## config.mk

```make
export PLATFORM = sky130hd
export DESIGN_NAME = integer_to_padded_ascii_core
export DESIGN_NICKNAME = d
export VERILOG_FILES = /design/src/hdl/ipa_pkg.sv /design/src/hdl/integer_to_padded_ascii_core.sv /design/src/hdl/ipa_conv.sv
export SDC_FILE = /design/constraint.sdc
export NUM_CORES = 1
export LEC_CHECK = 0
export BUFFER_PORTS_ARGS = -buffer_cell sky130_fd_sc_hd__clkbuf_2
export CAP_MARGIN = 20
export CORE_MARGIN = 5
export CORE_UTILIZATION = 40
export CTS_CLUSTER_DIAMETER = 50
export DETAILED_ROUTE_END_ITERATION = 7
export GPL_ROUTABILITY_DRIVEN = 1
export SYNTH_ARGS = -nofsm -noshare
export SYNTH_HDL_FRONTEND = slang
export SYNTH_SLANG_ARGS = --single-unit
```

## constraint.sdc

```tcl
create_clock -name clk_i -period 6.38 [get_ports clk_i]
set_clock_uncertainty 0.15 [all_clocks]
set_input_delay 0.319 -clock clk_i [delete_from_list [all_inputs] [get_ports clk_i]]
set_output_delay 0.319 -clock clk_i [all_outputs]
set_load 0.05 [all_outputs]
```

## src/hdl/ipa_pkg.sv

```systemverilog
package ipa_pkg;

  // ascii codes used by the formatter
  localparam logic [6:0] CH_SPACE = 7'h20;
  localparam logic [6:0] CH_PLUS  = 7'h2B;
  localparam logic [6:0] CH_MINUS = 7'h2D;
  localparam logic [6:0] CH_ZERO  = 7'h30;
  // 'A' minus ten, so that a digit of ten maps to 'A'
  localparam logic [6:0] CH_HEX_BASE = 7'h37;

  // conversion modes
  localparam logic [1:0] MODE_SDEC = 2'd0;

  // digit register: ten bcd digits cover the full 32-bit range
  localparam int unsigned NUM_DIGITS = 10;
  localparam int unsigned DIG_W      = 4 * NUM_DIGITS;
  localparam int unsigned HEX_DIGITS = 8;
  localparam int unsigned VAL_W      = 32;

  // one input item
  typedef struct packed {
    logic [1:0]  mode;
    logic [31:0] value;
    logic [4:0]  min_digits;
    logic [5:0]  field_width;
    logic        left_justify;
    logic        pad_zero;
    logic        force_sign;
  } ipa_in_t;

  // one result item
  typedef struct packed {
    logic [6:0] character;
    logic       last;
  } ipa_out_t;

  // formatter sequencer states
  typedef enum logic [3:0] {
    ST_IDLE,
    ST_CONV,
    ST_PLAN,
    ST_PRE,
    ST_SIGN,
    ST_ZPAD,
    ST_PREC,
    ST_DIGIT,
    ST_POST
  } fmt_state_e;

  // digit converter states
  typedef enum logic [1:0] {
    CV_IDLE,
    CV_DABBLE,
    CV_NORM,
    CV_HOLD
  } conv_state_e;

  // commands to the digit converter
  typedef struct packed {
    logic        start;
    logic        hex;
    logic [31:0] mag;
    logic        pop;
  } conv_cmd_t;

  // status from the digit converter
  typedef struct packed {
    logic       done;
    logic [3:0] digit_cnt;
    logic [3:0] top_digit;
  } conv_sts_t;

  // glyph for one digit, uppercase for hex
  function automatic logic [6:0] digit_glyph(input logic [3:0] d);
    logic [6:0] g;
    if (d < 4'd10) begin
      g = CH_ZERO + {3'b000, d};
    end else begin
      g = CH_HEX_BASE + {3'b000, d};
    end
    return g;
  endfunction

endpackage

```

## src/hdl/integer_to_padded_ascii_core.sv

```systemverilog
// Integer to padded ascii formatter.
// The input channel takes one item (value, mode, precision, field width
// and flags); the output channel returns the formatted text one ascii
// character per transfer, in printf order, with last set on the final one.
// in_stall_o is high from the transfer of an item until its last character
// has been loaded into the output register; one item is formatted at a time.
// Steps: after the input transfer a decimal value is converted in the
// bit-serial bcd converter (hex skips this step), then leading zero digits
// are dropped (keeping at least one), the digits are handed over and a
// planning state sets the padding. Characters then leave at one per cycle
// while the output is not stalled; an empty padding phase still passes
// through its own state without a character.
// The output register is a single stage: while out_stall_i is high the
// character held there stays put and the sequencer waits.
// The next item may be transferred while the final character still waits.
// Reset clears the sequencer, the converter state and the output valid; the
// per item registers and the output payload are not reset.
module integer_to_padded_ascii_core #(
  parameter int unsigned MAX_FIELD = 32
) (
  input  logic              clk_i,
  input  logic              rst_ni,
  input  logic              in_valid_i,
  output logic              in_stall_o,
  input  ipa_pkg::ipa_in_t  in_data_i,
  output logic              out_valid_o,
  input  logic              out_stall_i,
  output ipa_pkg::ipa_out_t out_data_o
);

  localparam int unsigned FW_W = $clog2(MAX_FIELD + 1);
  localparam int unsigned CW   = (FW_W > 6) ? FW_W : 6;

  ipa_pkg::fmt_state_e state_q, state_d;
  ipa_pkg::conv_cmd_t  conv_cmd;
  ipa_pkg::conv_sts_t  conv_sts;
  ipa_pkg::ipa_out_t   out_q, out_d;

  logic            out_valid_q, out_valid_d;
  logic            in_acc, load, emit;
  logic            neg;
  logic [31:0]     mag;

  // per item registers
  logic            lj_q, zf_q, sign_q;
  logic [6:0]      sign_ch_q;
  logic [4:0]      min_q;
  logic [5:0]      fw_q;
  logic [FW_W-1:0] pad_q;
  logic [4:0]      prec_q;
  logic [3:0]      cnt_q;

  // planning signals
  logic [4:0]      width_p, prec_p;
  logic [FW_W-1:0] fw_sat, fwp, pad_p;
  logic [CW-1:0]   fwp_ext, width_ext;
  logic            post_en;

  assign in_stall_o = (state_q != ipa_pkg::ST_IDLE);
  assign in_acc     = in_valid_i && !in_stall_o;
  assign load       = !out_valid_q || !out_stall_i;
  assign post_en    = lj_q && (pad_q != '0);

  // sign and magnitude of the incoming value
  assign neg = (in_data_i.mode == ipa_pkg::MODE_SDEC) && in_data_i.value[31];
  assign mag = neg ? (32'd0 - in_data_i.value) : in_data_i.value;

  // converter control
  always_comb begin
    conv_cmd.start = in_acc;
    conv_cmd.hex   = in_data_i.mode[1];
    conv_cmd.mag   = mag;
    conv_cmd.pop   = emit && (state_q == ipa_pkg::ST_DIGIT);
  end

  ipa_conv u_conv (
    .clk_i  (clk_i),
    .rst_ni (rst_ni),
    .cmd_i  (conv_cmd),
    .sts_o  (conv_sts)
  );

  // padding and precision counts once the digit count is known
  always_comb begin
    width_p   = (min_q > {1'b0, conv_sts.digit_cnt}) ? min_q : {1'b0, conv_sts.digit_cnt};
    prec_p    = width_p - {1'b0, conv_sts.digit_cnt};
    fw_sat    = (CW'(fw_q) > CW'(MAX_FIELD)) ? FW_W'(MAX_FIELD) : FW_W'(fw_q);
    fwp       = fw_sat - FW_W'(sign_q && (fw_sat != '0));
    fwp_ext   = CW'(fwp);
    width_ext = CW'(width_p);
    pad_p     = (fwp_ext > width_ext) ? FW_W'(fwp_ext - width_ext) : '0;
  end

  // next state
  always_comb begin
    state_d = state_q;
    case (state_q)
      ipa_pkg::ST_IDLE: begin
        if (in_acc) state_d = ipa_pkg::ST_CONV;
      end
      ipa_pkg::ST_CONV: begin
        if (conv_sts.done) state_d = ipa_pkg::ST_PLAN;
      end
      ipa_pkg::ST_PLAN: begin
        state_d = ipa_pkg::ST_PRE;
      end
      ipa_pkg::ST_PRE: begin
        if (lj_q || zf_q || pad_q == '0 || (load && pad_q == FW_W'(1))) begin
          state_d = ipa_pkg::ST_SIGN;
        end
      end
      ipa_pkg::ST_SIGN: begin
        if (!sign_q || load) state_d = ipa_pkg::ST_ZPAD;
      end
      ipa_pkg::ST_ZPAD: begin
        if (!zf_q || pad_q == '0 || (load && pad_q == FW_W'(1))) begin
          state_d = ipa_pkg::ST_PREC;
        end
      end
      ipa_pkg::ST_PREC: begin
        if (prec_q == '0 || (load && prec_q == 5'd1)) state_d = ipa_pkg::ST_DIGIT;
      end
      ipa_pkg::ST_DIGIT: begin
        if (load && cnt_q == 4'd1) begin
          state_d = post_en ? ipa_pkg::ST_POST : ipa_pkg::ST_IDLE;
        end
      end
      ipa_pkg::ST_POST: begin
        if (pad_q == '0 || (load && pad_q == FW_W'(1))) state_d = ipa_pkg::ST_IDLE;
      end
      default: state_d = ipa_pkg::ST_IDLE;
    endcase
  end

  // character selection per phase
  always_comb begin
    emit            = 1'b0;
    out_d.character = ipa_pkg::CH_SPACE;
    out_d.last      = 1'b0;
    case (state_q)
      ipa_pkg::ST_PRE: begin
        emit = load && !lj_q && !zf_q && (pad_q != '0);
      end
      ipa_pkg::ST_SIGN: begin
        emit            = load && sign_q;
        out_d.character = sign_ch_q;
      end
      ipa_pkg::ST_ZPAD: begin
        emit            = load && zf_q && (pad_q != '0);
        out_d.character = ipa_pkg::CH_ZERO;
      end
      ipa_pkg::ST_PREC: begin
        emit            = load && (prec_q != '0);
        out_d.character = ipa_pkg::CH_ZERO;
      end
      ipa_pkg::ST_DIGIT: begin
        emit            = load;
        out_d.character = ipa_pkg::digit_glyph(conv_sts.top_digit);
        out_d.last      = (cnt_q == 4'd1) && !post_en;
      end
      ipa_pkg::ST_POST: begin
        emit       = load && (pad_q != '0);
        out_d.last = (pad_q == FW_W'(1));
      end
      default: ;
    endcase
  end

  // output register valid
  always_comb begin
    out_valid_d = out_valid_q;
    if (emit) begin
      out_valid_d = 1'b1;
    end else if (!out_stall_i) begin
      out_valid_d = 1'b0;
    end
  end

  always_ff @(posedge clk_i or negedge rst_ni) begin
    if (!rst_ni) begin
      state_q     <= ipa_pkg::ST_IDLE;
      out_valid_q <= 1'b0;
    end else begin
      state_q     <= state_d;
      out_valid_q <= out_valid_d;
    end
  end

  // item fields, counters and output payload
  always_ff @(posedge clk_i) begin
    if (in_acc) begin
      lj_q      <= in_data_i.left_justify;
      zf_q      <= in_data_i.pad_zero && (in_data_i.min_digits == '0) &&
                   !in_data_i.left_justify;
      sign_q    <= neg || ((in_data_i.mode == ipa_pkg::MODE_SDEC) && in_data_i.force_sign);
      sign_ch_q <= neg ? ipa_pkg::CH_MINUS : ipa_pkg::CH_PLUS;
      min_q     <= in_data_i.min_digits;
      fw_q      <= in_data_i.field_width;
    end
    if (state_q == ipa_pkg::ST_PLAN) begin
      pad_q  <= pad_p;
      prec_q <= prec_p;
      cnt_q  <= conv_sts.digit_cnt;
    end
    if (emit) begin
      out_q <= out_d;
      case (state_q)
        ipa_pkg::ST_PRE,
        ipa_pkg::ST_ZPAD,
        ipa_pkg::ST_POST:  pad_q  <= pad_q - FW_W'(1);
        ipa_pkg::ST_PREC:  prec_q <= prec_q - 5'd1;
        ipa_pkg::ST_DIGIT: cnt_q  <= cnt_q - 4'd1;
        default: ;
      endcase
    end
  end

  assign out_valid_o = out_valid_q;
  assign out_data_o  = out_q;

  // an accepted item always starts with the conversion wait
  assert property (@(posedge clk_i) disable iff (!rst_ni)
    in_acc |=> state_q == ipa_pkg::ST_CONV)
    else $error("item accepted but sequencer not converting");

  // the character marked last ends the item
  assert property (@(posedge clk_i) disable iff (!rst_ni)
    emit && out_d.last |=> state_q == ipa_pkg::ST_IDLE)
    else $error("sequencer still busy after last character");

  // digits are only read once the converter holds them
  assert property (@(posedge clk_i) disable iff (!rst_ni)
    state_q == ipa_pkg::ST_DIGIT |-> conv_sts.done && cnt_q != '0)
    else $error("digit phase without converted digits");

  // a non-final character leaving means the item is still in progress
  assert property (@(posedge clk_i) disable iff (!rst_ni)
    out_valid_o && !out_stall_i && !out_data_o.last |-> state_q != ipa_pkg::ST_IDLE)
    else $error("sequencer idle before item completed");

endmodule

```

## src/hdl/ipa_conv.sv

```systemverilog
module ipa_conv (
  input  logic              clk_i,
  input  logic              rst_ni,
  input  ipa_pkg::conv_cmd_t cmd_i,
  output ipa_pkg::conv_sts_t sts_o
);

  ipa_pkg::conv_state_e state_q, state_d;

  logic [ipa_pkg::DIG_W-1:0] dig_q, dig_d;
  logic [ipa_pkg::VAL_W-1:0] bin_q, bin_d;
  logic [4:0]                bit_q, bit_d;
  logic [3:0]                cnt_q, cnt_d;
  logic [ipa_pkg::DIG_W-1:0] dig_adj;
  logic                      top_zero;

  // add three to every bcd digit of five or more before the shift
  always_comb begin
    for (int k = 0; k < ipa_pkg::NUM_DIGITS; k++) begin
      if (dig_q[4*k +: 4] >= 4'd5) begin
        dig_adj[4*k +: 4] = dig_q[4*k +: 4] + 4'd3;
      end else begin
        dig_adj[4*k +: 4] = dig_q[4*k +: 4];
      end
    end
  end

  assign top_zero = (dig_q[ipa_pkg::DIG_W-1 -: 4] == 4'd0);

  // next state
  always_comb begin
    state_d = state_q;
    case (state_q)
      ipa_pkg::CV_DABBLE: begin
        if (bit_q == 5'd31) state_d = ipa_pkg::CV_NORM;
      end
      ipa_pkg::CV_NORM: begin
        if (cnt_q == 4'd1 || !top_zero) state_d = ipa_pkg::CV_HOLD;
      end
      default: ;
    endcase
    if (cmd_i.start) begin
      state_d = cmd_i.hex ? ipa_pkg::CV_NORM : ipa_pkg::CV_DABBLE;
    end
  end

  // datapath updates
  always_comb begin
    dig_d = dig_q;
    bin_d = bin_q;
    bit_d = bit_q;
    cnt_d = cnt_q;
    if (cmd_i.start) begin
      if (cmd_i.hex) begin
        dig_d = {cmd_i.mag, 8'h00};
        cnt_d = 4'(ipa_pkg::HEX_DIGITS);
      end else begin
        dig_d = '0;
        bin_d = cmd_i.mag;
        cnt_d = 4'(ipa_pkg::NUM_DIGITS);
      end
      bit_d = '0;
    end else begin
      case (state_q)
        ipa_pkg::CV_DABBLE: begin
          dig_d = {dig_adj[ipa_pkg::DIG_W-2:0], bin_q[ipa_pkg::VAL_W-1]};
          bin_d = {bin_q[ipa_pkg::VAL_W-2:0], 1'b0};
          bit_d = bit_q + 5'd1;
        end
        ipa_pkg::CV_NORM: begin
          // drop leading zero digits, keeping at least one
          if (cnt_q != 4'd1 && top_zero) begin
            dig_d = {dig_q[ipa_pkg::DIG_W-5:0], 4'h0};
            cnt_d = cnt_q - 4'd1;
          end
        end
        ipa_pkg::CV_HOLD: begin
          if (cmd_i.pop) dig_d = {dig_q[ipa_pkg::DIG_W-5:0], 4'h0};
        end
        default: ;
      endcase
    end
  end

  // status outputs
  always_comb begin
    sts_o.done      = (state_q == ipa_pkg::CV_HOLD);
    sts_o.digit_cnt = cnt_q;
    sts_o.top_digit = dig_q[ipa_pkg::DIG_W-1 -: 4];
  end

  always_ff @(posedge clk_i or negedge rst_ni) begin
    if (!rst_ni) begin
      state_q <= ipa_pkg::CV_IDLE;
    end else begin
      state_q <= state_d;
    end
  end

  always_ff @(posedge clk_i) begin
    dig_q <= dig_d;
    bin_q <= bin_d;
    bit_q <= bit_d;
    cnt_q <= cnt_d;
  end

endmodule
```

==> results of run 1 <==
[through the flow]
step	setup WS, ns	total power, W
finish	2.573	0.004976
floorplan	1.711	0.003445
CTS	2.571	0.005005
detailed placement	2.601	0.003982
global placement	2.633	0.003957
global route	2.244	0.005412
[flip-flops by register name (all words and copies together), names as in the netlist]
name / count
out_data_o: 8
lj_q: 1
u_conv.bin_q: 32
out_valid_o: 1
pad_q: 6
u_conv.cnt_q: 4
u_conv.state_q: 2
u_conv.bit_q: 5
sign_ch_q: 2
prec_q: 5
sign_q: 1
fw_q: 6
cnt_q: 4
zf_q: 1
u_conv.dig_q: 40
min_q: 5
state_q: 4
[path summary, 6_finish.rpt]
check                                                to  slack (ns)  cells after the start
min reg2reg                u_conv.bit_q[4]$_SDFFE_PP0P_        0.36                      2
min                             out_valid_o$_DFFE_PN0P_        0.02                      3
max in group asynchronous        state_q[3]$_DFFE_PN0P_        5.74                      2
max                                    pad_q[2]$_DFF_P_        2.57                     15
max reg2reg                            pad_q[2]$_DFF_P_        2.57                     15
min in group asynchronous       out_valid_o$_DFFE_PN0P_        0.14                      2
[per-layer routing]
layer | routed length (µm) | share of wire [%]
met5 | 0 | 0
met4 | 374 | 1.8
met3 | 952 | 4.6
met2 | 9863 | 48
met1 | 9360 | 46
[kinds of logic after synthesis]
kind of cell | count (synthesis)
AO/OA/AOI/OAI | 282
XOR/XNOR | 51
adder cells (fa/ha/maj) | 53
buffers and inverters | 87
flip-flops | 127
multiplexers | 21
AND/OR/NAND/NOR | 300
[worst max-delay path, cell delays in order, from the launching register on]
cell and delay [ns]:
edfxtp_1 0.41, inv_1 0.15, ha_1 0.32, nor2b_1 0.11, o21ai_0 0.08, nand2b_1 0.07
a21oi_1 0.08, o21ai_2 0.40, mux2_2 0.44, fa_1 0.42, nand2b_1 0.20, a21oi_1 0.16
o21ai_0 0.12, a21oi_1 0.32, and3_1 0.22, a311o_1 0.10
[power groups by stage]
stage	registers (W)	clock network, W	logic (W)
2_1_floorplan	0.00177	0	0.00168
4_1_cts	0.00174	0.00101	0.00226
5_1_grt	0.00179	0.00105	0.00258
6_report	0.00174	0.000990	0.00225
3_5_place_dp	0.00175	0	0.00223
3_3_place_gp	0.00174	0	0.00221
[cells in the final DEF (no fill, tap or decap), drive strengths merged, types with 20 or more instances in the layout]
cell type / netlist / layout
a21oi: 131 / 131
nand2: 108 / 108
edfxtp: 100 / 100
clkbuf: 30 / 81
o21ai: 80 / 80
nor2: 77 / 77
ha: 51 / 51
inv: 48 / 50
xnor2: 34 / 34
nor3: 24 / 24
nand2b: 20 / 20
dfxtp: 20 / 20
[final cells by class]
class | instances | area, µm²
fillers | 1915 | 10760
multi-input cells | 707 | 4424
flip-flops and latches | 127 | 3578
repair buffers | 81 | 488.0
clock buffers | 20 | 466.7
well taps | 270 | 337.8
inverters | 48 | 180.2
clock inverters | 12 | 133.9
==> results_dict.tcl, run 1 <==
set metrics [dict create \
    status "complete, no violations" \
    whs_ns 0.02197 \
    yosysWarnings 0 \
    syn-num-nets 1026 \
    yosysUniqueCellTypes 62 \
    placement_rows 52 \
    maxCapViolations 0 \
    synthesis.instances 921 \
    instances_no_fill 1265 \
    worst_setup_path_end_kind "flip-flop" \
    rsz0062_at_grt "no" \
    grt_pass1_vias 6649 \
    drive_above_1_share_pct 12.06 \
    cts-root-buf "clkbuf_16" \
    yosysMostFrequentCell "a21oi_1" \
    synthAdderAreaFrac_pct 8.158 \
    final_nets 1087 \
    clk-insertion-delay-late_ns 0.43 \
    fin_util_pct 47.19 \
    ys_seq_area_share_pct 43.05 \
    ant_nets 0 \
    fin_tns_setup_ns 0 \
    cts_tree "built" \
    ys.flop_type "edfxtp_1" \
    finalCriticalPeriod_ns 3.807 \
    hp-start "out_stall_i" \
    pwr-share-clk_pct 19.9 \
    worstSetupStartpoint "u_conv.cnt_q[1]$_DFFE_PP_" \
    cts_buffers 17 \
    power.density_nw_per_um2 517.8 \
    critPathLaunchType "flip-flop" \
    hold_buffers 13 \
    min_path_type "in2reg" \
    worst_pin_slew_ns 1.011 \
    crit_fanout 8 \
    hpwl_mm 14.31 \
    vdd_drop_max_v 0.0002304 \
    start_util_pct 40.82 \
    p_switching_w 0.002083 \
    fp.dieW_um 154.2 \
    critPathArrivalTime_ns 4.02 \
    synth_top_family_by_area "compound AO/OA/AOI/OAI gates" \
    grt_max_degree 109 \
    synth_mux_area_share_pct 2.589 \
    setup_viol 0 \
    cts_max_level 4 \
    core-area_um2 20360 \
    synth_compound_area_share_pct 19.52 \
    grt.met1_usage_pct 22.96 \
    p_comb_share_pct 45.2 \
    grt.total_usage_pct 17.59 \
    use_met2_pct 29.16 \
    cellLeakagePower_nw 3.732 \
    worstPathRequired_ns 6.59 \
    clk_path_buf_depth 2 \
    cts_sinks 127 \
    r2r_start "u_conv.cnt_q[1]$_DFFE_PP_" \
    fmax_ghz 0.2627 \
    synth_largest_area_cell "edfxtp_1" \
    grt_remaining_overflow 0 \
    critPathKind "reg2reg" \
    synth.top_cell.area_share_pct 36.12 \
    dieHeight_um 154.2 \
    place_area_um2 8879 \
    async_reset_ff_share_pct 5.512 \
    met3_usage_pct 3.569 \
    synth_edf_count 100 \
    die_area_um2 23770 \
    top_usage_layer "met2" \
    synth_area_um2 8313 \
    grt_pass1_wl_mm 33.85 \
    drt_pass1_iterations 5 \
    placed_cells 1220 \
    final_area_um2 9609 \
    io_buffers 61 \
    finalHoldViolCount 0 \
    ctsResizeCount 0 \
    synth.avg_cell_area_um2 9.026 \
    antenna_found_initial 0 \
    synth-xor-area-share_pct 5.373 \
    gp_congestion 0.8639 \
    wirelength_mm 20.55 \
    synth_seq_cells 127 \
    viasPerCell 5.381 \
    cts_setup_buffers 0 \
    sw_frac_of_total_pct 41.86 \
    drt_drc_violations_left 0 \
    synthTopCellsByCount "a21oi_1, nand2_1, edfxtp_1, nor2_1, o21ai_0" \
    io_pins 62 \
    drv_slew 0 \
    diodes 0 \
    power_frac_seq_pct 34.9 \
    clk_pin_slew_ns 0.06 \
    routedWlPerCell_um 16.25 \
    synthTopCellsByArea "edfxtp_1, a21oi_1, ha_1" \
    period_share_pct 59.66 \
    synth-simple-area-share_pct 17.26 \
    relSlewSlack_pct 32.58 \
    vias 6807 \
    p_int_w 0.002893 \
    area_growth_pct 15.59 \
    drtIter0Drc 361 \
]
(Power assumes the default switching activity.)
==> inputs of run 2 (changes only) <==
==> constraint.sdc (replaced) <==
create_clock -name clk_i -period 3.9 [get_ports clk_i]
set_clock_uncertainty 0.15 [all_clocks]
set_input_delay 0.195 -clock clk_i [delete_from_list [all_inputs] [get_ports clk_i]]
set_output_delay 0.195 -clock clk_i [all_outputs]
set_load 0.05 [all_outputs]
==> results_dict.tcl, run 2 (synthesis gave the netlist of run 1 again) <==
set metrics [dict create \
    status "complete, no violations" \
    clk_path_buf_depth 2 \
    cts_buffers 17 \
    grt.total_usage_pct 17.22 \
    setup_viol 0 \
    critPathLaunchType "flip-flop" \
    worst_setup_path_end_kind "flip-flop" \
    vias 6888 \
    layout_commonest_cell "a21oi_1" \
    r2r_start "u_conv.cnt_q[1]$_DFFE_PP_" \
    routedWlPerCell_um 16.00 \
    rsz0062_at_grt "no" \
    cts_tree "built" \
    worst_pin_slew_ns 0.8856 \
    met3_usage_pct 3.457 \
    cp_cell_sequence "inv_2 -> ha_1 -> nor2b_1 -> o21ai_0 -> nand2b_1 -> a21oi_1 -> o21ai_4 -> mux2_2 -> fa_1 -> nand2b_1 -> a21oi_1 -> o21ai_0 -> a21oi_2 -> and3_1 -> a311o_1" \
    grt_remaining_overflow 0 \
    vdd_drop_max_v 0.0003721 \
    relSlewSlack_pct 40.96 \
    cts_max_level 4 \
    gp_congestion 0.8793 \
    core-area_um2 20360 \
    wirelength_mm 20.31 \
    worstPathRequired_ns 4.10 \
    io_buffers 61 \
    fmax_ghz 0.2800 \
    viasPerCell 5.428 \
    final_cell_mix "a21oi_1, nand2_1, edfxtp_1" \
    drive_above_1_share_pct 12.31 \
    placement_rows 52 \
    area_growth_pct 16.36 \
    critPathKind "reg2reg" \
    cellLeakagePower_nw 3.765 \
    fin_total_pwr_w 0.008153 \
    cts-root-buf "clkbuf_16" \
    cts_setup_buffers 0 \
    max_stage_delay_ns 0.46 \
    maxCapViolations 0 \
    drt_drc_violations_left 0 \
    top_usage_layer "met2" \
    worstSetupStartpoint "u_conv.cnt_q[1]$_DFFE_PP_" \
    drtIter0Drc 437 \
    finalCriticalPeriod_ns 3.572 \
    fin_tns_setup_ns 0 \
    drt_pass1_iterations 5 \
    cp_slowest_cell "edfxtp_1" \
    die_area_um2 23770 \
    top_register "u_conv.dig_q" \
    grt_pass1_vias 6692 \
    grt_max_degree 110 \
    start_util_pct 40.82 \
    clk_pin_slew_ns 0.06 \
    finalHoldViolCount 0 \
    drv_slew 0 \
    clk-insertion-delay-late_ns 0.41 \
    grt.met1_usage_pct 22.64 \
    power.density_nw_per_um2 842.9 \
    min_path_type "in2async" \
    cts_sinks 127 \
    io_pins 62 \
    crit_fanout 8 \
    use_met2_pct 28.27 \
    dieHeight_um 154.2 \
    grt_pass1_wl_mm 33.27 \
    fp.dieW_um 154.2 \
    final_nets 1091 \
    ant_nets 0 \
    critPathArrivalTime_ns 3.78 \
    antenna_found_initial 1 \
    period_share_pct 91.59 \
    hpwl_mm 14.37 \
    diodes 0 \
    largest_register_ff_count 40 \
]
==> run 2: cell type report <==
type	count	area (µm²)
clock buffers	19	442.9
clock inverters	13	162.7
fillers	1917	10690
inverters	48	180.2
multi-input cells	707	4436
flip-flops and latches	127	3578
well taps	270	337.8
repair buffers	85	535.5
==> run 2: final timing paths <==
path                                                     end  slack (ns)  cells after the start
worst min register to register  u_conv.bit_q[4]$_SDFFE_PP0P_        0.35                      2
min in group clk_i                u_conv.dig_q[28]$_DFFE_PP_        0.03                      3
max in group asynchronous             state_q[1]$_DFFE_PN0P_        3.37                      2
worst max-delay path                        pad_q[2]$_DFF_P_        0.33                     15
worst min-delay path                 out_valid_o$_DFFE_PN0P_        0.03                      2
worst max register to register              pad_q[2]$_DFF_P_        0.33                     15
==> run 2: repair_timing <==
item	CTS	global route
hold buffers	15	0
setup endpoints to repair	0	5
hold endpoints to repair	22	0
gates resized for setup	0	3
==> run 2: layer usage <==
metal	routed length, µm	vias up
met5	11	-
met3	986	31
met4	466	2
met2	9572	171
met1	9268	3199
li1	-	3485
==> run 2: where the power goes <==
group / internal, W / switching [W]
logic: 0.00141 / 0.00227
clock network: 0.00102 / 0.000607
registers: 0.00234 / 0.000503
==> run 2: worst max-delay path: cells and delay by family, from the launching register on <==
kind,cells,cell delay [ns]
buffers and inverters,1,0.15
adder cells (fa/ha/maj),2,0.67
AO/OA/AOI/OAI,7,1.17
AND/OR/NAND/NOR,4,0.58
multiplexers,1,0.34
flip-flops,1,0.46
==> run 2: through the flow <==
step | util [%] | hold WS, ns | setup WS, ns | instance area [µm²] | instances
after global placement | 43.73 | -0.08513 | 0.1836 | 8906 | 1222
after detailed placement | 43.73 | -0.08419 | 0.1672 | 8906 | 1222
after global routing | 47.50 | 0.01690 | 0.02239 | 9673 | 1269
after CTS | 47.44 | 0.006471 | 0.1398 | 9662 | 1269
final | 47.50 | 0.02627 | 0.3280 | 9673 | 1269
after floorplan | - | -0.2506 | 0.3106 | 8313 | 921
